File: src/rtl/esfb_pkg.sv
package esfb_pkg;

  localparam int SCREEN_WIDTH_DEF  = 128;
  localparam int SCREEN_HEIGHT_DEF = 128;

  // 8-bit alpha after nibble expansion
  localparam logic [7:0] ALPHA_FULL = 8'hF0;
  localparam logic [7:0] NIB_LO     = 8'h0F;

  localparam int CFG_IDX_W = 3;

  typedef enum logic [CFG_IDX_W-1:0] {
    CFG_ORIGIN_X     = 3'd0,
    CFG_ORIGIN_Y     = 3'd1,
    CFG_BOX_WIDTH    = 3'd2,
    CFG_BOX_HEIGHT   = 3'd3,
    CFG_STROKE_WIDTH = 3'd4,
    CFG_STROKE_COLOR = 3'd5,
    CFG_FILL_COLOR   = 3'd6
  } cfg_reg_t;

  typedef struct packed {
    logic [8:0]  origin_x;
    logic [8:0]  origin_y;
    logic [7:0]  box_width;
    logic [7:0]  box_height;
    logic [6:0]  stroke_width;
    logic [15:0] stroke_color;
    logic [15:0] fill_color;
  } cfg_t;

  // geometry verdict handed to the blend stage
  typedef struct packed {
    logic        valid;
    logic        hit;
    logic        use_stroke;
    logic [15:0] dest;
  } geom_res_t;

endpackage

File: src/rtl/esfb_geom.sv
module esfb_geom
  import esfb_pkg::*;
#(
  parameter int SCREEN_WIDTH  = SCREEN_WIDTH_DEF,
  parameter int SCREEN_HEIGHT = SCREEN_HEIGHT_DEF
) (
  input  logic        clk,
  input  logic        rst_n,
  input  logic        in_vld,
  input  logic [7:0]  col,
  input  logic [7:0]  row,
  input  logic [15:0] dest,
  input  cfg_t        cfg,
  output geom_res_t   res
);

  localparam logic [10:0] SW_L = 11'(SCREEN_WIDTH);
  localparam logic [10:0] SH_L = 11'(SCREEN_HEIGHT);

  // stage 1: box / screen checks, centre offsets, inner radii
  logic [9:0] px, py;
  logic       in_box, on_scr;
  logic [6:0] rx, ry;
  logic [8:0] dx, dy;
  logic [7:0] srx_w, sry_w;
  logic       sen;

  always_comb begin
    px     = {cfg.origin_x[8], cfg.origin_x} + {2'b00, col};
    py     = {cfg.origin_y[8], cfg.origin_y} + {2'b00, row};
    in_box = (col < cfg.box_width) && (row < cfg.box_height);
    on_scr = !px[9] && (11'(px[8:0]) < SW_L) && !py[9] && (11'(py[8:0]) < SH_L);
    rx     = cfg.box_width[7:1];
    ry     = cfg.box_height[7:1];
    dx     = {1'b0, col} - {2'b00, rx};
    dy     = {1'b0, row} - {2'b00, ry};
    srx_w  = {1'b0, rx} - {1'b0, cfg.stroke_width};
    sry_w  = {1'b0, ry} - {1'b0, cfg.stroke_width};
    sen    = (cfg.stroke_width != '0) && !srx_w[7] && (srx_w != '0)
             && !sry_w[7] && (sry_w != '0);
  end

  logic        v1_r, ok1_r, sen1_r;
  logic [6:0]  adx1_r, ady1_r, rx1_r, ry1_r, srx1_r, sry1_r;
  logic [15:0] dest1_r;

  always_ff @(posedge clk) begin
    if (!rst_n) begin
      v1_r <= 1'b0;
    end else begin
      v1_r <= in_vld;
    end
    ok1_r   <= in_box && on_scr;
    sen1_r  <= sen;
    // offsets stay within 127 whenever the position is in the box
    adx1_r  <= dx[8] ? 7'(-dx) : 7'(dx);
    ady1_r  <= dy[8] ? 7'(-dy) : 7'(dy);
    rx1_r   <= rx;
    ry1_r   <= ry;
    srx1_r  <= srx_w[6:0];
    sry1_r  <= sry_w[6:0];
    dest1_r <= dest;
  end

  // stage 2: squares
  logic        v2_r, ok2_r, sen2_r;
  logic [13:0] dx2_r, dy2_r, rx2_r, ry2_r, srx2_r, sry2_r;
  logic [15:0] dest2_r;

  always_ff @(posedge clk) begin
    if (!rst_n) begin
      v2_r <= 1'b0;
    end else begin
      v2_r <= v1_r;
    end
    ok2_r   <= ok1_r;
    sen2_r  <= sen1_r;
    dx2_r   <= adx1_r * adx1_r;
    dy2_r   <= ady1_r * ady1_r;
    rx2_r   <= rx1_r * rx1_r;
    ry2_r   <= ry1_r * ry1_r;
    srx2_r  <= srx1_r * srx1_r;
    sry2_r  <= sry1_r * sry1_r;
    dest2_r <= dest1_r;
  end

  // stage 3: cross products of the ellipse inequality
  logic        v3_r, ok3_r, sen3_r;
  logic [27:0] o_x_r, o_y_r, o_r_r, i_x_r, i_y_r, i_r_r;
  logic [15:0] dest3_r;

  always_ff @(posedge clk) begin
    if (!rst_n) begin
      v3_r <= 1'b0;
    end else begin
      v3_r <= v2_r;
    end
    ok3_r   <= ok2_r;
    sen3_r  <= sen2_r;
    o_x_r   <= dx2_r * ry2_r;
    o_y_r   <= dy2_r * rx2_r;
    o_r_r   <= rx2_r * ry2_r;
    i_x_r   <= dx2_r * sry2_r;
    i_y_r   <= dy2_r * srx2_r;
    i_r_r   <= srx2_r * sry2_r;
    dest3_r <= dest2_r;
  end

  // stage 4: compares
  logic [28:0] o_sum, i_sum;
  geom_res_t   res_nxt, res_r;

  always_comb begin
    o_sum              = {1'b0, o_x_r} + {1'b0, o_y_r};
    i_sum              = {1'b0, i_x_r} + {1'b0, i_y_r};
    res_nxt.valid      = v3_r;
    res_nxt.hit        = ok3_r && (o_sum <= {1'b0, o_r_r});
    res_nxt.use_stroke = sen3_r && (i_sum > {1'b0, i_r_r});
    res_nxt.dest       = dest3_r;
  end

  always_ff @(posedge clk) begin
    if (!rst_n) begin
      res_r.valid <= 1'b0;
    end else begin
      res_r.valid <= res_nxt.valid;
    end
    res_r.hit        <= res_nxt.hit;
    res_r.use_stroke <= res_nxt.use_stroke;
    res_r.dest       <= res_nxt.dest;
  end

  assign res = res_r;

endmodule

File: src/rtl/esfb_blend.sv
module esfb_blend
  import esfb_pkg::*;
(
  input  logic        clk,
  input  logic        rst_n,
  input  geom_res_t   geo,
  input  cfg_t        cfg,
  output logic        out_valid,
  output logic [15:0] out_pixel,
  output logic        out_we
);

  logic [15:0] fg, bg, mixed, pix_nxt;
  logic [7:0]  fr, fgc, fb, fa, br, bgc, bb, ba, ia, a_ch;
  logic [15:0] r_sum, g_sum, b_sum, a_prod;

  always_comb begin
    fg  = geo.use_stroke ? cfg.stroke_color : cfg.fill_color;
    bg  = geo.dest;
    fr  = fg[7:0] & ~NIB_LO;
    fgc = {fg[3:0], 4'b0000};
    fb  = fg[15:8] & ~NIB_LO;
    fa  = {fg[11:8], 4'b0000};
    br  = bg[7:0] & ~NIB_LO;
    bgc = {bg[3:0], 4'b0000};
    bb  = bg[15:8] & ~NIB_LO;
    ba  = {bg[11:8], 4'b0000};
    ia  = ALPHA_FULL - fa;
    // fa + ia is 0xF0, so each sum stays within 16 bits
    r_sum  = fr * fa + br * ia;
    g_sum  = fgc * fa + bgc * ia;
    b_sum  = fb * fa + bb * ia;
    a_prod = ba * ia;
    a_ch   = fa + a_prod[15:8];
    if (fa == ALPHA_FULL) begin
      mixed = fg;
    end else if (fa == '0) begin
      mixed = bg;
    end else begin
      mixed = {b_sum[15:12], a_ch[7:4], r_sum[15:12], g_sum[15:12]};
    end
    pix_nxt = geo.hit ? mixed : bg;
  end

  logic        vld_r, we_r;
  logic [15:0] pix_r;

  always_ff @(posedge clk) begin
    if (!rst_n) begin
      vld_r <= 1'b0;
    end else begin
      vld_r <= geo.valid;
    end
    we_r  <= geo.hit;
    pix_r <= pix_nxt;
  end

  assign out_valid = vld_r;
  assign out_pixel = pix_r;
  assign out_we    = we_r;

endmodule

File: src/rtl/ellipse_stroke_fill_blend.sv
// Ellipse shader with 4444 alpha blend (nibbles B, A, R, G from the top), one pixel per clock.
// Configuration: write register index cfg_index with cfg_data when cfg_valid
// is high; cfg_ready is always high, so every such cycle is a transfer.
// Registers: 0 origin_x, 1 origin_y, 2 box_width, 3 box_height,
// 4 stroke_width, 5 stroke_color, 6 fill_color. Other indices are ignored.
// Write them only while no pixel is in flight.
// Input: raise start with column, row and destination pixel; the transfer
// happens when busy is low. busy is high only while rst_n is low.
// Output: out_valid is high for one cycle with out_pixel_out and
// out_write_enable; there is no back-pressure.
// Each accepted pixel passes through five register stages: offsets, squares,
// cross products, compares, blend. Throughput is one pixel every cycle.
// Reset clears all configuration registers and the pipeline valid bits;
// nothing in flight survives it.
module ellipse_stroke_fill_blend
  import esfb_pkg::*;
#(
  parameter int SCREEN_WIDTH  = SCREEN_WIDTH_DEF,
  parameter int SCREEN_HEIGHT = SCREEN_HEIGHT_DEF
) (
  input  logic                 clk,
  input  logic                 rst_n,
  input  logic                 start,
  output logic                 busy,
  input  logic [7:0]           in_col_index,
  input  logic [7:0]           in_row_index,
  input  logic [15:0]          in_dest_pixel,
  output logic                 out_valid,
  output logic [15:0]          out_pixel_out,
  output logic                 out_write_enable,
  input  logic                 cfg_valid,
  output logic                 cfg_ready,
  input  logic [CFG_IDX_W-1:0] cfg_index,
  input  logic [15:0]          cfg_data
);

  cfg_t      cfg_r;
  geom_res_t geo;
  logic      in_xfer;

  assign busy      = ~rst_n;
  assign cfg_ready = 1'b1;
  assign in_xfer   = start && !busy;

  always_ff @(posedge clk) begin
    if (!rst_n) begin
      cfg_r <= '0;
    end else if (cfg_valid && cfg_ready) begin
      unique case (cfg_reg_t'(cfg_index))
        CFG_ORIGIN_X:     cfg_r.origin_x     <= cfg_data[8:0];
        CFG_ORIGIN_Y:     cfg_r.origin_y     <= cfg_data[8:0];
        CFG_BOX_WIDTH:    cfg_r.box_width    <= cfg_data[7:0];
        CFG_BOX_HEIGHT:   cfg_r.box_height   <= cfg_data[7:0];
        CFG_STROKE_WIDTH: cfg_r.stroke_width <= cfg_data[6:0];
        CFG_STROKE_COLOR: cfg_r.stroke_color <= cfg_data;
        CFG_FILL_COLOR:   cfg_r.fill_color   <= cfg_data;
        default: ;
      endcase
    end
  end

  esfb_geom #(
    .SCREEN_WIDTH  (SCREEN_WIDTH),
    .SCREEN_HEIGHT (SCREEN_HEIGHT)
  ) u_geom (
    .clk    (clk),
    .rst_n  (rst_n),
    .in_vld (in_xfer),
    .col    (in_col_index),
    .row    (in_row_index),
    .dest   (in_dest_pixel),
    .cfg    (cfg_r),
    .res    (geo)
  );

  esfb_blend u_blend (
    .clk       (clk),
    .rst_n     (rst_n),
    .geo       (geo),
    .cfg       (cfg_r),
    .out_valid (out_valid),
    .out_pixel (out_pixel_out),
    .out_we    (out_write_enable)
  );

  // every result strobe traces back to an accepted pixel
  a_latency: assert property (@(posedge clk) disable iff (!rst_n)
    out_valid |-> $past(in_xfer, 5))
    else $error("result strobe does not match accepted pixel");

  a_no_drop: assert property (@(posedge clk) disable iff (!rst_n)
    in_xfer |-> ##5 out_valid)
    else $error("accepted pixel produced no result");

  a_box: assert property (@(posedge clk) disable iff (!rst_n)
    out_valid && out_write_enable |->
      $past(in_col_index < cfg_r.box_width && in_row_index < cfg_r.box_height, 5))
    else $error("write enabled outside the bounding box");

  a_passthru: assert property (@(posedge clk) disable iff (!rst_n)
    out_valid && !out_write_enable |-> out_pixel_out == $past(in_dest_pixel, 5))
    else $error("unwritten pixel differs from destination");

endmodule

File: config.mk
export PLATFORM = sky130hd
export DESIGN_NAME = ellipse_stroke_fill_blend
export DESIGN_NICKNAME = d
export VERILOG_FILES = /design/src/rtl/esfb_pkg.sv /design/src/rtl/esfb_geom.sv /design/src/rtl/esfb_blend.sv /design/src/rtl/ellipse_stroke_fill_blend.sv
export SDC_FILE = /design/constraint.sdc
export NUM_CORES = 2
export LEC_CHECK = 0
export CORE_MARGIN = 2
export CORE_UTILIZATION = 60
export CTS_BUF_LIST = sky130_fd_sc_hd__clkbuf_8
export DETAILED_ROUTE_END_ITERATION = 6
export DONT_BUFFER_PORTS = 1
export PLACE_DENSITY = 0.75
export SYNTH_ARGS = -nofsm -noshare
export SYNTH_HDL_FRONTEND = slang
export SYNTH_HIERARCHICAL = 1
export SYNTH_SLANG_ARGS = --single-unit
File: constraint.sdc
create_clock -name clk -period 10.9 [get_ports clk]
set_input_delay 0 -clock clk [delete_from_list [all_inputs] [get_ports clk]]
set_output_delay 0 -clock clk [all_outputs]
set_load 0.01 [all_outputs]
==> summary.txt <==
Finish
  – Design Area, Final: ~67000 sq um
  – Area Growth Syn to Fin: 8.04%
  – Final std cells w/o fill: 8262
  – # fillers: 8258
  – Final nets: 8765
  – Share of layout cells above drive strength 1: 0.0385

Global route
  – First-pass GRT wire length: 239 mm
  – Vias in the first global route: 48200
  – Pin count of the biggest net entering global routing: 96
  – Remaining global-route overflow: 0
  – Overall global routing resource usage: 0.277
  – Initial antenna violation count: 7

Logic synthesis
  – Synthesized area: 62200 sq um
  – Top cell type's share of synthesized area: 0.281
  – Mean Syn Cell Area: between 9 and 10 sq um
  – Seq cells post-synth: 449
  – Post-synthesis cell type count: 78
  – Post-Syn Instances: 6673
  – Ys flop type: dfxtp_1
  – Post-synth top area cell: fa_1
  – Post-synth EDFFs: 0
  – Synth Warn #: 6
  – Synth cell count leaders: inv_1 (1046), ha_1 (1027), fa_1 (872)
  – Synth async-reset ratio: 0
  – Most frequent cell after synthesis: inv_1
  – Seq/Total Area, Yosys: 0.144
  – Top cells by area, synth: fa_1 (28%), ha_1 (21%), dfxtp_1 (14%)

Detailed routing
  – Met3 wire length: about 9.5 mm
  – Post-Route WL: 143 mm
  – Vias: between 40000 and 50000
  – DRC: 0
  – Via density: 5.49
  – Antenna Violating Nets Remaining: 0
  – DR pass1 iterations: 5
  – WL/cell: 17.3 um
  – DR iter-0 viols: 2440
  – Top sig layer: met5
  – Metal1 wirelength: 59.6 mm
  – DR WL met2: 67.7 mm

Timing
  – Worst-margin pin slew: 1.09 ns
  – Slew Limit Headroom: 0.275
  – Setup TNS: 0 ns
  – Max frequency: 149 MHz
  – Tcrit/Tclk final: 0.618
  – Setup Skew: 0.0534 ns
  – Hold Violations, Final: 0
  – Final setup viols: 0
  – RSZ-0062 raised after global routing: no
  – Slew Limit Fails: 0
  – Post-layout min period: 6.73 ns

Clocking
  – Clk pin slew, worst setup/hold paths: 0.07 ns
  – Cts bufs inserted: 83
  – CTS tree: done
  – Clock latency on the worst-skew pair: 0.75 ns
  – Root Buffer: clkbuf_8
  – Max H-tree Level: 3
  – Longest Clk Path Bufs: 3
  – CTS Sinks: 449

Die
  – Die Wd: 326 um
  – Die ar.: approximately 110000 sq um
  – Initial Util: 0.603
  – I/O pin count: 75
  – Core box area: 103000 sq um
  – Die height: around 330 um
  – # rows: 118

Setup path
  – Critical path cell sequence: nand2_1 > fa_1 > fa_1 > inv_1 > ha_1 > fa_1 > fa_1 > inv_1 > fa_1 > inv_1 > ha_1 > a21oi_1 > o21ai_0 > a2111oi_0 > o31ai_1 > a21oi_1 > o21a_1 > o21ai_0 > a21oi_1 > xnor2_1
  – WP buf/inv: 3
  – Top cell by count, worst path: fa_1
  – Type of destination of the critical path: register
  – R2r setup slk: between 4 and 5 ns
  – Critical-path maximum fanout: 26
  – Worst Path Class, Setup: reg2reg
  – Req. time, crit path: 11.57 ns
  – Slowest stage delay, CP: just under 1 ns
  – Crit path max-delay family: adder cells
  – Slowest CP cell: dfxtp_1
  – Worst EP arrival: 7.40 ns
  – Worst setup SP type: register

Place
  – Cells after DPL: 7985
  – Port bufs: 0
  – DP HPWL: 108 mm
  – DP Area: 64000 sq um
  – Gp weighted congestion: 0.899

Pwr
  – Power Dens Cells: 168 nW/um^2
  – Clk pwr share: 0.175
  – Pint: 0.00603 W
  – Sequential Power Share: 0.196
  – Max IR drop VDD: around 0.21 mV
  – Comb pwr share: 0.629
  – Static leakage: 35.9 nW
  – Switching power: 0.00529 W
  – Sw frac: 0.467

Status
  – Outcome: complete, no violations

Hold path
  – Min-Delay Path Class: in2out

Flow run
  – Max-cap violations: 0
==> worst paths after layout <==
path	startpoint	to	cells past startpoint
min	rst_n	busy	1
min reg2reg	u_geom/dest1_r[4]	u_geom/dest2_r[4]	0
max	u_geom/dy2_r[5]	u_geom/o_y_r[25]	20
max reg2reg	u_geom/dy2_r[5]	u_geom/o_y_r[25]	20
==> flip-flops by register name, summed over array words and instances (netlist names), 16 cells and up <==
| name | count |
|---|---|
| u_geom/o_x_r | 27 |
| u_geom/i_r_r | 27 |
| u_geom/dest3_r | 16 |
| u_geom/o_y_r | 27 |
| u_geom/dest1_r | 16 |
| u_geom/res | 19 |
| u_geom/i_y_r | 27 |
| u_blend/out_pixel | 16 |
| u_geom/i_x_r | 27 |
| u_geom/dest2_r | 16 |
| cfg_r | 73 |
| u_geom/o_r_r | 27 |
==> worst reg2reg max path, delay by kind of cell, from the launching register on <==
family	cells	cell delay (ns)
adders and majority gates	7	3.11
AOI/OAI and AO/OA	8	2.11
DFF	1	0.98
and+or+nand+nor	1	0.19
xor gates and xnor gates	1	0.15
buffers and inverters	3	0.14
==> cell type report <==
class | instances | area (sq um) | area share
antenna | 3 | 7.51 | 0.000112
clock inverter | 49 | 601 | 0.00893
sequential | 449 | 8990 | 0.134
clock buffer | 104 | 1430 | 0.0213
timing repair buffer | 198 | 1810 | 0.0269
multi-input combinational | 5032 | 48700 | 0.725
inverter | 1047 | 3930 | 0.0585
tap | 1380 | 1730 | 0.0257
==> power by group through the flow <==
stage | Clock [W] | Combinational (W) | Sequential [W]
final | 0.00198 | 0.00712 | 0.00222
after global placement | 0 | 0.00680 | 0.00224
after global routing | 0.00209 | 0.00804 | 0.00224
after detailed placement | 0 | 0.00696 | 0.00225
after CTS | 0.00203 | 0.00712 | 0.00222
after floorplan | 0 | 0.00526 | 0.00210
==> cells in the final DEF (no fill, tap or decap), types with 14 or more instances in the layout <==
master,Yosys,final
a21oi_1,242,242
a21o_1,119,119
nand4_1,22,22
buf_4,3,77
conb_1,2,67
nand2b_1,33,33
dlygate4sd3_1,0,120
fa_1,872,872
nor2_1,209,209
o21a_1,31,31
and3_1,23,23
mux2i_1,89,86
a31o_2,15,15
clkbuf_8,0,104
dfxtp_1,449,449
o21ai_0,116,116
nand2_1,735,735
a31oi_1,19,19
inv_1,1046,1057
nor2b_1,39,39
xor2_1,87,87
o21bai_1,56,56
and2_1,691,691
a211oi_1,26,26
o31ai_1,14,14
nand3_1,35,35
xnor2_1,256,256
nor3_1,44,44
ha_1,1027,1027
clkinv_2,0,17
==> kinds of logic after synthesis <==
family | Yosys count | synth area share
buf+inv | 1257 | 0.0764
simple gates | 1896 | 0.152
compound gates | 732 | 0.0760
mux | 95 | 0.0154
xor+xnor | 343 | 0.0483
other cells | 2 | 0.000121
flops | 449 | 0.144
fa+ha+maj | 1899 | 0.487
==> routing by layer <==
| metal | up-vias | track usage |
|---|---|---|
| met1 | 22300 | 0.354 |
| met3 | 351 | 0.0488 |
| met4 | 6 | 0.116 |
| li1 | 21400 | - |
| met2 | 1325 | 0.465 |
| met5 | - | 0 |
==> through the flow <==
stage / setup slack, ns / hold slack (ns) / total power, W / util
after global routing: 3.56 / 0.0268 / 0.0124 / 0.651
final: 4.17 / 0.0263 / 0.0113 / 0.651
after CTS: 4.22 / 0.0102 / 0.0114 / 0.651
after global placement: 4.37 / 0.0278 / 0.00905 / 0.620
after floorplan: 4.98 / 0.0277 / 0.00736 / -
after detailed placement: 4.25 / 0.0278 / 0.00921 / 0.620
==> repair_timing <==
item	in CTS	in global routing
endpoints found under the hold margin	109	0
resized for setup	0	0
hold buffers	121	0
setup buffers	0	0
No activity file was read; power rests on OpenSTA's default activity.
